## config.mk

```make
export PLATFORM = sky130hd
export DESIGN_NAME = framed_sensor_packet_deframer
export DESIGN_NICKNAME = d
export VERILOG_FILES = /design/src/hw/rtl/dfr_pkg.sv /design/src/hw/rtl/dfr_cfg_regs.sv /design/src/hw/rtl/dfr_in_reg.sv /design/src/hw/rtl/dfr_parser.sv /design/src/hw/rtl/framed_sensor_packet_deframer.sv
export SDC_FILE = /design/constraint.sdc
export NUM_CORES = 1
export LEC_CHECK = 0
export BUFFER_PORTS_ARGS = -buffer_cell sky130_fd_sc_hd__buf_2
export CAP_MARGIN = 20
export CORE_ASPECT_RATIO = 0.6
export CORE_MARGIN = 10
export CORE_UTILIZATION = 58
export CTS_CLUSTER_SIZE = 16
export DETAILED_ROUTE_END_ITERATION = 7
export PLACE_DENSITY = 0.78
export SLEW_MARGIN = 5
export SYNTH_ARGS = -nofsm -noshare
export SYNTH_HDL_FRONTEND = slang
export SYNTH_SLANG_ARGS = --single-unit
```

## constraint.sdc

```tcl
create_clock -name clk -period 11.9 [get_ports clk]
set_clock_uncertainty 0.1 [all_clocks]
set_input_delay 1.785 -clock clk [delete_from_list [all_inputs] [get_ports clk]]
set_output_delay 1.785 -clock clk [all_outputs]
set_load 0.005 [all_outputs]
```

## src/hw/rtl/dfr_pkg.sv

```systemverilog
package dfr_pkg;

  localparam int BYTE_W            = 8;
  localparam int MAX_PAYLOAD_BYTES = 8;
  localparam int PAYLOAD_W         = MAX_PAYLOAD_BYTES * BYTE_W;
  localparam int NUM_KINDS         = 6;
  localparam int KIND_W            = 3;
  localparam int COUNT_W           = 4;
  localparam int LEN_W             = 16;
  localparam int CFG_IDX_W         = 8;

  // Kind codes: null, command, switches, infrared, inertial, wheel encoder
  localparam logic [KIND_W-1:0] KIND_NULL = 3'd0;
  localparam logic [KIND_W-1:0] KIND_NONE = 3'd6;

  localparam logic [COUNT_W-1:0] POS_LEN_HI  = 4'd1;
  localparam logic [COUNT_W-1:0] POS_LEN_LO  = 4'd2;
  localparam logic [COUNT_W-1:0] POS_TYPE    = 4'd3;
  localparam logic [COUNT_W-1:0] POS_PAYLOAD = 4'd4;

  // Payload size of each kind, in bytes
  localparam logic [COUNT_W-1:0] KIND_SIZE [NUM_KINDS] = '{
    4'd0, 4'd4, 4'd1, 4'd5, 4'd6, 4'd8
  };

  // Register indexes
  localparam logic [CFG_IDX_W-1:0] REG_START_MARKER   = 8'd0;
  localparam logic [CFG_IDX_W-1:0] REG_STOP_MARKER    = 8'd1;
  localparam logic [CFG_IDX_W-1:0] REG_CODE_NULL      = 8'd2;
  localparam logic [CFG_IDX_W-1:0] REG_CODE_COMMAND   = 8'd3;
  localparam logic [CFG_IDX_W-1:0] REG_CODE_SWITCHES  = 8'd4;
  localparam logic [CFG_IDX_W-1:0] REG_CODE_INFRARED  = 8'd5;
  localparam logic [CFG_IDX_W-1:0] REG_CODE_INERTIAL  = 8'd6;
  localparam logic [CFG_IDX_W-1:0] REG_CODE_ENCODER   = 8'd7;

  typedef struct packed {
    logic [BYTE_W-1:0]                 start_marker;
    logic [BYTE_W-1:0]                 stop_marker;
    logic [NUM_KINDS-1:0][BYTE_W-1:0]  codes;  // indexed by kind
  } cfg_t;

  // First matching code wins, in kind order
  function automatic logic [KIND_W-1:0] lookup_kind(input cfg_t cfg,
                                                    input logic [BYTE_W-1:0] b);
    logic [KIND_W-1:0] k;
    k = KIND_NONE;
    for (int i = NUM_KINDS - 1; i >= 0; i--) begin
      if (cfg.codes[i] == b) begin
        k = KIND_W'(i);
      end
    end
    return k;
  endfunction

endpackage

```

## src/hw/rtl/dfr_cfg_regs.sv

```systemverilog
module dfr_cfg_regs (
  input  logic                            clk,
  input  logic                            rst,
  input  logic                            cfg_valid,
  output logic                            cfg_ready,
  input  logic [dfr_pkg::CFG_IDX_W-1:0]   cfg_index,
  input  logic [dfr_pkg::BYTE_W-1:0]      cfg_data,
  output dfr_pkg::cfg_t                   cfg
);
  import dfr_pkg::*;

  assign cfg_ready = 1'b1;

  always_ff @(posedge clk) begin
    if (rst) begin
      cfg.start_marker <= 8'd2;
      cfg.stop_marker  <= 8'd3;
      cfg.codes[0]     <= 8'd0;
      cfg.codes[1]     <= 8'd1;
      cfg.codes[2]     <= 8'd2;
      cfg.codes[3]     <= 8'd3;
      cfg.codes[4]     <= 8'd4;
      cfg.codes[5]     <= 8'd5;
    end else if (cfg_valid && cfg_ready) begin
      case (cfg_index)
        REG_START_MARKER:  cfg.start_marker <= cfg_data;
        REG_STOP_MARKER:   cfg.stop_marker  <= cfg_data;
        REG_CODE_NULL:     cfg.codes[0]     <= cfg_data;
        REG_CODE_COMMAND:  cfg.codes[1]     <= cfg_data;
        REG_CODE_SWITCHES: cfg.codes[2]     <= cfg_data;
        REG_CODE_INFRARED: cfg.codes[3]     <= cfg_data;
        REG_CODE_INERTIAL: cfg.codes[4]     <= cfg_data;
        REG_CODE_ENCODER:  cfg.codes[5]     <= cfg_data;
        default: ;  // unknown index: dropped
      endcase
    end
  end

endmodule

```

## src/hw/rtl/dfr_in_reg.sv

```systemverilog
module dfr_in_reg (
  input  logic                        clk,
  input  logic                        rst,
  input  logic                        in_valid,
  output logic                        in_stall,
  input  logic [dfr_pkg::BYTE_W-1:0]  rx_byte,
  input  logic                        advance,
  output logic                        item_valid,
  output logic [dfr_pkg::BYTE_W-1:0]  item_byte
);
  import dfr_pkg::*;

  // held item blocks the input only while the parser cannot take it
  assign in_stall = item_valid && !advance;

  always_ff @(posedge clk) begin
    if (rst) begin
      item_valid <= 1'b0;
    end else if (!in_stall) begin
      item_valid <= in_valid;
    end
  end

  always_ff @(posedge clk) begin
    if (!in_stall && in_valid) begin
      item_byte <= rx_byte;
    end
  end

endmodule

```

## src/hw/rtl/dfr_parser.sv

```systemverilog
module dfr_parser (
  input  logic                            clk,
  input  logic                            rst,
  input  dfr_pkg::cfg_t                   cfg,
  input  logic                            item_valid,
  input  logic [dfr_pkg::BYTE_W-1:0]      item_byte,
  output logic                            advance,
  output logic                            out_valid,
  input  logic                            out_stall,
  output logic [dfr_pkg::KIND_W-1:0]      frame_type,
  output logic [dfr_pkg::COUNT_W-1:0]     payload_length,
  output logic [dfr_pkg::PAYLOAD_W-1:0]   payload
);
  import dfr_pkg::*;

  logic                  in_frame, in_frame_next;
  logic [COUNT_W-1:0]    byte_count, byte_count_next;
  logic [LEN_W-1:0]      declared_length, declared_length_next;
  logic [KIND_W-1:0]     frame_kind, frame_kind_next;
  logic [PAYLOAD_W-1:0]  payload_store, payload_store_next;
  logic [KIND_W-1:0]     kind;
  logic [COUNT_W-1:0]    idx;
  logic [LEN_W-1:0]      idx_ext;
  logic                  emit;

  assign advance = !out_valid || !out_stall;

  always_comb begin
    in_frame_next        = in_frame;
    byte_count_next      = byte_count;
    declared_length_next = declared_length;
    frame_kind_next      = frame_kind;
    payload_store_next   = payload_store;
    emit                 = 1'b0;
    kind                 = lookup_kind(cfg, item_byte);
    idx                  = byte_count - POS_PAYLOAD;
    idx_ext              = LEN_W'(idx);

    if (!in_frame) begin
      if (item_byte == cfg.start_marker) begin
        in_frame_next        = 1'b1;
        byte_count_next      = POS_LEN_HI;
        declared_length_next = '0;
      end
    end else begin
      case (byte_count)
        POS_LEN_HI: begin
          declared_length_next = {item_byte, 8'h00};
          byte_count_next      = POS_LEN_LO;
        end
        POS_LEN_LO: begin
          declared_length_next = declared_length | LEN_W'(item_byte);
          byte_count_next      = POS_TYPE;
        end
        POS_TYPE: begin
          if (kind == KIND_NONE ||
              declared_length != LEN_W'(KIND_SIZE[kind])) begin
            in_frame_next   = 1'b0;
            byte_count_next = '0;
          end else begin
            frame_kind_next    = kind;
            payload_store_next = '0;
            byte_count_next    = POS_PAYLOAD;
          end
        end
        default: begin
          if (item_byte == cfg.stop_marker && idx_ext == declared_length) begin
            in_frame_next   = 1'b0;
            byte_count_next = '0;
            emit            = (frame_kind != KIND_NULL);
          end else if (idx_ext > declared_length) begin
            // trailer was wrong one byte ago: drop the frame
            in_frame_next   = 1'b0;
            byte_count_next = '0;
          end else begin
            if (idx_ext < declared_length) begin
              payload_store_next = {payload_store[PAYLOAD_W-BYTE_W-1:0], item_byte};
            end
            byte_count_next = byte_count + 1'b1;
          end
        end
      endcase
    end
  end

  always_ff @(posedge clk) begin
    if (rst) begin
      in_frame   <= 1'b0;
      byte_count <= '0;
      out_valid  <= 1'b0;
    end else if (advance) begin
      out_valid <= item_valid && emit;
      if (item_valid) begin
        in_frame   <= in_frame_next;
        byte_count <= byte_count_next;
      end
    end
  end

  always_ff @(posedge clk) begin
    if (advance && item_valid) begin
      declared_length <= declared_length_next;
      frame_kind      <= frame_kind_next;
      payload_store   <= payload_store_next;
      if (emit) begin
        frame_type     <= frame_kind - 1'b1;
        payload_length <= declared_length[COUNT_W-1:0];
        payload        <= payload_store;
      end
    end
  end

endmodule

```

## src/hw/rtl/framed_sensor_packet_deframer.sv

```systemverilog
// Framed sensor packet deframer: start / length / type / payload / stop.
// Throughput: one byte per cycle; a stalled result lets one more byte into the input register.
// Latency: an accepted stop byte passes the input register, then the parse logic into
// the result register, which loads once the result is not stalled.
// Synchronous reset returns the parser to idle, empties both registers and
// loads the default markers and type codes.
module framed_sensor_packet_deframer (
  input  logic                            clk,
  input  logic                            rst,
  input  logic                            in_valid,
  output logic                            in_stall,
  input  logic [dfr_pkg::BYTE_W-1:0]      rx_byte,
  output logic                            out_valid,
  input  logic                            out_stall,
  output logic [dfr_pkg::KIND_W-1:0]      frame_type,
  output logic [dfr_pkg::COUNT_W-1:0]     payload_length,
  output logic [dfr_pkg::PAYLOAD_W-1:0]   payload,
  input  logic                            cfg_valid,
  output logic                            cfg_ready,
  input  logic [dfr_pkg::CFG_IDX_W-1:0]   cfg_index,
  input  logic [dfr_pkg::BYTE_W-1:0]      cfg_data
);
  import dfr_pkg::*;

  cfg_t              cfg;
  logic              advance;
  logic              item_valid;
  logic [BYTE_W-1:0] item_byte;

  dfr_cfg_regs u_cfg (
    .clk       (clk),
    .rst       (rst),
    .cfg_valid (cfg_valid),
    .cfg_ready (cfg_ready),
    .cfg_index (cfg_index),
    .cfg_data  (cfg_data),
    .cfg       (cfg)
  );

  dfr_in_reg u_in (
    .clk        (clk),
    .rst        (rst),
    .in_valid   (in_valid),
    .in_stall   (in_stall),
    .rx_byte    (rx_byte),
    .advance    (advance),
    .item_valid (item_valid),
    .item_byte  (item_byte)
  );

  dfr_parser u_parse (
    .clk            (clk),
    .rst            (rst),
    .cfg            (cfg),
    .item_valid     (item_valid),
    .item_byte      (item_byte),
    .advance        (advance),
    .out_valid      (out_valid),
    .out_stall      (out_stall),
    .frame_type     (frame_type),
    .payload_length (payload_length),
    .payload        (payload)
  );

endmodule

```

==> metrics, run 1 <==
status finished clean; post-synthesis sequential area ratio 67.2%; Worst Tran Pin Value 0.942 ns; post-synthesis simple-gate area fraction 12.3%; Port Buffers 101; CP Capture Type flop; Synth-to-Final Area Change 14.9%; # DRC 0; commonest cells in the netlist 162 x edfxtp_1, 98 x nor2_1, 71 x dfxtp_1; Site Rows 35; Max clock buf depth 3; drt wl/cell 20.5 microns; RSZ-0062 raised after global routing false; Die Wd 184 microns; Num CTS Buffers 21; gr ovfl total 0; Worst Setup Path Type reg -> reg; CTS tree yes; slowest cell on the critical path buf_4; final hold vios 0; Synth async-reset ratio 0%; reg2reg setup slack 7.32 ns; Rel. slew slack 36.6%; Total Neg Setup Slack 0 ns; nets 836; max_cap viols 0; core area 15600 sq um; Mean Syn Cell Area 13.3 sq um; drt first pass iters 5; leak pwr 4.14 nW; number of global-route vias before repair 5715; area share of the largest cell type after synthesis 52.0%; Root Driver clkbuf_16; Final ANT Viol Nets 0; initial antenna violation count 0; main combinational cell family by area after synthesis simple AND/OR/NAND/NOR gates; synthesized area 9360 sq um; Hold Crit Class reg -> reg; Compound-Gate Fraction of Synth Area 4.69%; Max rail drop VDD 97.2 uV; final WL 20700 microns; area leader, netlist edfxtp_1; Final Max Slew Viols 0; Hold Path Sink u_parse.payload[56]; crit path max fanout 64; Synth area leaders edfxtp_1 52%, dfxtp_1 15%, mux2i_1 5.3%, and2_1 4.5%, nor2_1 3.9%; I/O Pins 103; P_int 1.31 mW; CTS resizes 0; hold slack 0.321 ns; CP required 11.92 ns; Combinational Power Share 2.3%; power share of the clock group 44.3%; Worst-Skew Late Latency 0.49 ns; Ant. Diodes 0; Tcrit/Tclk final 38.5%; sequential share of power 53.4%; Sink Count 233; routed via count 5709; CTS clk-pin slew, worst paths 0.07 ns; most numerous cell in the Yosys netlist edfxtp_1; post-layout min period 4.58 ns; htree depth 1; delay of the slowest critical-path stage 0.66 ns; NetSw 0.322 mW; die footprint 21800 sq um; Post-synth EDFFs 162; crit-path cells xor2_1 -> nor4_1 -> nand2_1 -> o21ai_0 -> nand2_1 -> ha_1 -> xor2_1 -> or4_1 -> a21oi_2 -> o21ai_0 -> a21boi_4 -> buf_4; cell count of the worst reg-to-reg path 12; worst r2r src u_in.item_byte[7]; FF-to-FF End u_parse.payload_store[15]; post-synthesis mux area share 5.35%; Die H 118 microns; startpoint of the worst hold path u_parse.payload_store[56]; Synth Area in XOR/XNOR 6.27%; CP startpoint kind flop; drt via density 5.64; gpl congestion 0.936; flops & latches, synth 233; initial core utilization 60.0%; half-perimeter wire length after placement 14300 microns; top_reg_cell synth edfxtp_1; share of layout cells above drive strength 1 18.8%; power per cell area 152 nW/um^2; Synth warnings 0; net count after synthesis 743; Synth cell types 49; Cells after Synth 703; Hold Crit Depth 0; hold_buf cts 0; Global Route Usage Sum 18.8%; initial DRC count 679; Setup Viol. Count Final 0; f_max 218 MHz; number of setup buffers added after CTS 0; largest net degree at the start of global routing 73; Arrival @ worst endpoint 4.60 ns; Sw Ratio 19.8%; first-pass GRT wire length 32600 microns; adder-cell share of the synthesized area 1.47%; fillers 1060
[cells in the final DEF, fill, tap and decap left out, types with 5 or more instances in the layout]
cell	n
a211o_1	10
a21oi_1	14
a22o_1	7
and2_1	68
buf_2	101
buf_4	5
clkbuf_16	21
dfxtp_1	71
edfxtp_1	162
ha_1	11
inv_1	16
mux2i_1	50
nand2_1	13
nand4_1	8
nor2_1	98
nor2b_1	5
nor4_1	12
o21ai_0	6
xnor2_1	27
xor2_1	40
[layout make-up]
| type | instances | area [sq um] | share of cell area [%] |
|---|---|---|---|
| well taps | 203 | 254 | 2.36 |
| clock inverters | 10 | 163 | 1.51 |
| flip-flops and latches | 233 | 6290 | 58.4 |
| multi-input cells | 416 | 2840 | 26.4 |
| repair buffers | 108 | 574 | 5.34 |
| inverters | 16 | 60.1 | 0.558 |
| clock buffers | 27 | 578 | 5.37 |
[critical path, delay by kind of cell, from the launching register on]
kind	cells	cell delay, ns
AO/OA/AOI/OAI	4	0.70
buffers and inverters	1	0.66
flip-flops	1	0.64
XOR/XNOR	2	0.38
AND/OR/NAND/NOR	4	1.47
adder cells (fa/ha/maj)	1	0.21
[per-stage QoR]
step | utilization (%) | power, mW | instances | instance area [sq um] | setup slack, ns
after global placement | 64.0 | 0.924 | 974 | 9980 | 7.58
after detailed placement | 64.1 | 0.925 | 975 | 10000 | 7.44
final | 69.0 | 1.63 | 1013 | 10800 | 7.32
after floorplan | - | 0.913 | 703 | 9360 | 1.89
after global routing | 69.0 | 1.68 | 1013 | 10800 | 7.05
after CTS | 68.9 | 1.64 | 1012 | 10700 | 7.41
[worst max path at each step]
stage                            startpoint                           to  slack, ns  cells after the start
final                     u_in.item_byte[7]    u_parse.payload_store[15]       7.32                     12
after global routing      u_in.item_byte[5]    u_parse.payload_store[14]       7.05                     14
after detailed placement          out_stall           u_parse.payload[8]       7.44                      6
after global placement            out_stall  u_parse.declared_length[11]       7.58                      4
after floorplan                   out_stall        u_parse.frame_type[0]       1.89                      4
after CTS                 u_in.item_byte[5]    u_parse.payload_store[12]       7.41                     14
[power by group through the flow]
stage,clock network (mW),registers (mW),logic (mW)
after CTS,0.729,0.871,0.0368
after global routing,0.766,0.871,0.0409
after detailed placement,0,0.889,0.0364
final,0.722,0.871,0.0376
after floorplan,0,0.879,0.0336
after global placement,0,0.888,0.0358
[cell families (layout without fill, tap and decap cells)]
group,count (synthesis),count (layout)
and+or+nand+nor,228,228
AOI/OAI and AO/OA,59,59
muxes,50,50
adders and majority gates,11,11
xor gates and xnor gates,67,67
other,1,1
DFF,233,233
buffers and inverters,54,161
[registers in the layout (all words and copies together), names as in the netlist, 4 cells and up]
register,count
u_cfg.cfg,64
u_parse.payload,64
u_parse.payload_store,64
u_parse.declared_length,16
u_in.item_byte,8
u_parse.byte_count,4
u_parse.payload_length,4
[routing by layer]
metal / GRT usage [%] / routed length [microns] / vias to the layer above / part of all wire, %
li1: - / - / 2650 / -
met2: 27.6 / 8860 / 246 / 43
met5: 0 / 0 / - / 0
met1: 27.0 / 9370 / 2779 / 45
met3: 5.32 / 2100 / 34 / 10
met4: 4.03 / 388 / 0 / 1.9
Power figures use the tool's default switching activity.
==> inputs of run 2 (changes only) <==
ABC_AREA = 1   (was unset)
CORE_UTILIZATION = 59   (was 58)
PLACE_DENSITY = 0.79   (was 0.78)
clock period = 4.73 ns   (was 11.9 ns; I/O delays follow)
==> metrics, run 2 <==
Sink Count 233; Tcrit/Tclk final 76.3%; CTS resizes 0; Mean Syn Cell Area 10.1 sq um; cell repeated most along the worst path nand2_1; Ant. Diodes 0; largest net degree at the start of global routing 73; top_reg_cell synth edfxtp_1; max_cap viols 0; Setup Viol. Count Final 0; Num CTS Buffers 21; number of setup buffers added after CTS 0; initial core utilization 60.8%; Setup crit end u_parse.payload_store[4]; drt first pass iters 5; crit-path cells xnor2_1 -> nand2_1 -> nor2_1 -> nand2_1 -> a21oi_1 -> o21ai_0 -> nand2_1 -> nand2_1 -> ha_1 -> xor2_1 -> o211ai_1 -> nor2_1 -> nand2_1 -> nor2_2 -> nand2_2 -> a21oi_4 -> buf_12; Root Driver clkbuf_16; Worst Setup Path Type reg -> reg; Die H 121 microns; Synth-to-Final Area Change 12.9%; I/O Pins 103; Worst Tran Pin Value 1.11 ns; initial antenna violation count 0; worst r2r src u_in.item_byte[1]; final WL 22500 microns; routed via count 6877; most frequent cells in the layout 162 x edfxtp_1, 157 x nand2_1, 149 x inv_1, 118 x nor2_1, 101 x buf_2; Final ANT Viol Nets 0; post-place instance area 10600 sq um; delay of the slowest critical-path stage 0.63 ns; area leader, netlist edfxtp_1; Rel. slew slack 25.4%; CTS tree yes; first-pass GRT wire length 35600 microns; hold slack 0.289 ns; status finished clean; Cells after Synth 989; Synth warnings 0; slowest cell on the critical path edfxtp_1; post-layout min period 3.61 ns; CP required 4.79 ns; Port Buffers 101; Synth cell types 40; htree depth 1; design area 11300 sq um; f_max 277 MHz; share of layout cells above drive strength 1 17.7%; power per cell area 347 nW/um^2; number of global-route vias before repair 6567; cell count of the worst reg-to-reg path 17; Synth async-reset ratio 0%; Worst Setup SP u_in.item_byte[1]; CP startpoint kind flop; fillers 1247; RSZ-0062 raised after global routing false; die footprint 22700 sq um; Synth area leaders edfxtp_1 49%, dfxtp_1 14%, nand2_1 5.9%, inv_1 5.6%, nor2_1 4.4%; most numerous cell in the Yosys netlist edfxtp_1; Max clock buf depth 3; area of the multi-input gates 2860 sq um; drt wl/cell 17.0 microns; FF-to-FF End u_parse.payload_store[4]; gr ovfl total 0; net count after synthesis 1029; CP Capture Type flop; FF/Latch Area 6290 sq um; commonest non-fill, non-tap cell in the layout edfxtp_1; drt via density 5.18; crit path max fanout 64; biggest regs u_cfg.cfg: 64 flops, u_parse.payload: 64 flops, u_parse.payload_store: 64 flops; area share of the largest cell type after synthesis 48.8%; CTS clk-pin slew, worst paths 0.06 ns; post-synthesis sequential area ratio 63.1%; nets 1125; core area 16400 sq um; reg2reg setup slack 1.12 ns; Global Route Usage Sum 19.4%; Hold Crit Class in -> reg; hold_buf cts 0; commonest cells in the netlist 162 x edfxtp_1, 157 x nand2_1, 150 x inv_1; Max rail drop VDD 339 uV; Die Wd 188 microns; final hold vios 0; Post-synth EDFFs 162; # DRC 0; half-perimeter wire length after placement 16000 microns; Worst-Skew Late Latency 0.50 ns; Site Rows 36; flops & latches, synth 233; leak pwr 4.64 nW; Final Max Slew Viols 0; Total Neg Setup Slack 0 ns; synthesized area 9970 sq um; initial DRC count 626; gpl congestion 0.974; Arrival @ worst endpoint 3.67 ns
==> run 2: final cells by class <==
| cell class | count | area share, % |
|---|---|---|
| Clock buffer | 32 | 5.21 |
| Clock inverter | 5 | 0.256 |
| Inverter | 168 | 5.83 |
| Multi-Input combinational cell | 555 | 25.4 |
| Sequential cell | 233 | 55.9 |
| Tap cell | 228 | 2.54 |
| Timing Repair Buffer | 106 | 4.94 |
==> run 2: where the power goes <==
| group | leakage, nW | internal [mW] | switching, mW |
|---|---|---|---|
| registers | 2.07 | 2.16 | 0.0238 |
| clock network | 0.296 | 0.858 | 0.710 |
| logic | 2.27 | 0.0545 | 0.0980 |
| total | 4.64 | 3.08 | 0.832 |
==> run 2: worst min-delay path by stage <==
stage	slack (ns)	start	cells past startpoint	endpoint
after detailed placement	0.30	u_parse.payload_store[61]	0	u_parse.payload[61]
after global placement	0.30	u_parse.payload_store[59]	0	u_parse.payload[59]
final	0.29	rx_byte[7]	1	u_in.item_byte[7]
after global routing	0.29	rx_byte[7]	1	u_in.item_byte[7]
after CTS	0.28	rx_byte[7]	1	u_in.item_byte[7]
after floorplan	0.30	u_parse.payload_store[56]	0	u_parse.payload[56]
==> run 2: cells by family after synthesis <==
logic type               Yosys count  synth area share [%]
AO/OA/AOI/OAI                    154                  8.27
XOR/XNOR                          42                  3.69
adder cells (fa/ha/maj)           11                  1.38
buffers and inverters            201                  8.56
flip-flops                       233                  63.1
other                              1                0.0376
AND/OR/NAND/NOR                  347                  15.0
==> run 2: through the flow <==
stage	instances	power [mW]	setup WS, ns	util [%]
after detailed placement	1290	2.38	1.23	64.9
final	1327	3.91	1.12	68.6
after floorplan	989	2.34	0.191	-
after global routing	1327	4.02	0.880	68.6
after CTS	1327	3.92	1.19	68.6
after global placement	1290	2.38	1.29	64.9
==> run 2: critical path: cells and delay by family, from the launching register on <==
family / cells / cell delay [ns]
buf+inv: 1 / 0.32
xor+xnor: 2 / 0.47
compound gates: 4 / 0.60
flops: 1 / 0.63
simple gates: 9 / 0.83
fa+ha+maj: 1 / 0.31
==> run 2: metal layers <==
metal  GRT usage [%]  vias to the layer above  wire length, microns
li1                -                     3388                     -
met1            29.0                     3184                 10600
met2            28.2                      284                  9290
met3            4.85                       21                  2340
met4            3.58                        0                   270
met5               0                        -                     0
==> inputs of run 3 (changes only) <==
ABC_AREA = 0   (was 1)
CORE_UTILIZATION = 53   (was 59)
PLACE_DENSITY = 0.75   (was 0.79)
clock period = 3.28 ns   (was 4.73 ns; I/O delays follow)
==> metrics, run 3 (same netlist as run 1, synthesis figures left out) <==
status finished, violations left; failing checks negative setup slack; routed via count 5854; worst setup margin -0.254 ns; CP Capture Type flop; Total Neg Setup Slack -14.51 ns; power per cell area 492 nW/um^2; initial core utilization 54.4%; crit path max fanout 7; hold slack 0.0782 ns; initial DRC count 533; Num CTS Buffers 21; Ant. Diodes 0; first-pass GRT wire length 33400 microns; worst slack at placement -0.193 ns; Setup Viol. Count Final 67; Arrival @ worst endpoint 3.69 ns; drt via density 5.34; reg2reg setup slack -0.25 ns; Worst Setup SP u_in.item_byte[4]; htree depth 1; Max clock buf depth 3; final non-filler cell total 1097; design area 11300 sq um; Die H 123 microns; Final Max Slew Viols 0; Final ANT Viol Nets 0; gr ovfl total 0; Setup crit end u_parse.payload_store[19]; Rel. slew slack 39.7%; die footprint 23600 sq um; cell count of the worst reg-to-reg path 11; CP startpoint kind flop; post-place instance area 10400 sq um; CTS clk-pin slew, worst paths 0.06 ns; initial antenna violation count 0; core area 17200 sq um; post-layout min period 3.53 ns; Synth-to-Final Area Change 20.3%; Max rail drop VDD 252 uV; CTS tree yes; Die Wd 192 microns; area of the multi-input gates 2910 sq um; FF-to-FF End u_parse.payload_store[19]; largest net degree at the start of global routing 68; Site Rows 37; Worst Setup Path Type reg -> reg; FF/Latch Area 6290 sq um; Hold Crit Class in -> reg; Worst Tran Pin Value 0.904 ns; Tcrit/Tclk final 108%; nets 890; most frequent cells in the layout 162 x edfxtp_1, 101 x buf_2, 96 x nor2_1, 68 x dfxtp_1, 67 x and2_1; f_max 283 MHz; leak pwr 4.36 nW; drt first pass iters 5; drt wl/cell 20.2 microns; half-perimeter wire length after placement 15300 microns; commonest non-fill, non-tap cell in the layout edfxtp_1; Global Route Usage Sum 18.3%; CP required 3.43 ns; Root Driver clkbuf_16; I/O Pins 103; final hold vios 0; worst r2r src u_in.item_byte[4]; Worst-Skew Late Latency 0.49 ns; gpl congestion 0.960; biggest regs u_cfg.cfg: 64 flops, u_parse.payload: 64 flops, u_parse.payload_store: 64 flops; placed cell count 1045; Sink Count 233; Port Buffers 101; final WL 22100 microns; number of global-route vias before repair 5801; RSZ-0062 raised after global routing true; # DRC 0; startpoint of the worst hold path rx_byte[1]; share of layout cells above drive strength 1 25.5%; max_cap viols 0; fillers 1272
[run 3: final cells by class]
cell class                 instances  share of cell area [%]
clock buffer                      23                    4.73
inverter                          16                   0.533
sequential                       233                    55.9
multi-input combinational        416                    25.9
clock inverter                    13                   0.622
tap                              234                    2.60
timing repair buffer             162                    9.77
[run 3: how the worst min path moves through the flow]
stage                          end  cells past startpoint
2_1_floorplan  u_parse.payload[56]                      0
3_3_place_gp   u_parse.payload[58]                      0
3_5_place_dp   u_parse.payload[62]                      0
4_1_cts          u_in.item_byte[1]                      1
5_1_grt          u_in.item_byte[1]                      1
6_report         u_in.item_byte[1]                      1
[run 3: power by group]
| group | internal (mW) | switching, mW |
|---|---|---|
| registers | 3.12 | 0.0104 |
| logic | 0.0940 | 0.126 |
| clock network | 1.17 | 1.01 |
| total | 4.39 | 1.15 |
[run 3: worst max-delay path: stages, from the launching register on]
cell and delay (ns):
edfxtp_1 0.48, buf_4 0.18, buf_4 0.14, xor2_1 0.17
nor4_1 0.68, buf_4 0.23, nand2_1 0.09, o311ai_0 0.59
buf_4 0.24, a21boi_4 0.07, buf_4 0.16, clkbuf_16 0.16
[run 3: what timing repair did]
item                                    in CTS  in global routing
endpoints found under the setup margin      67                 68
resized for setup                            9                 10
buffers inserted                            10                  3
pin swaps                                    0                  5
hold buffers                                 0                  0
cloned                                       2                  2
[run 3: metal layers]
metal | GRT usage [%] | vias to the layer above | share of wire (%)
li1 | - | 2763 | -
met1 | 26.6 | 2838 | 46
met2 | 27.6 | 229 | 44
met3 | 4.13 | 24 | 8.7
met4 | 3.98 | 0 | 1.5
met5 | 0 | - | 0
[run 3: stage by stage]
| stage | util (%) | power, mW |
|---|---|---|
| 6_report | 65.4 | 5.54 |
| 5_1_grt | 65.4 | 5.71 |
| 4_1_cts | 64.8 | 5.56 |
| 3_5_place_dp | 60.4 | 3.40 |
| 3_3_place_gp | 60.4 | 3.40 |
| 2_1_floorplan | - | 3.31 |
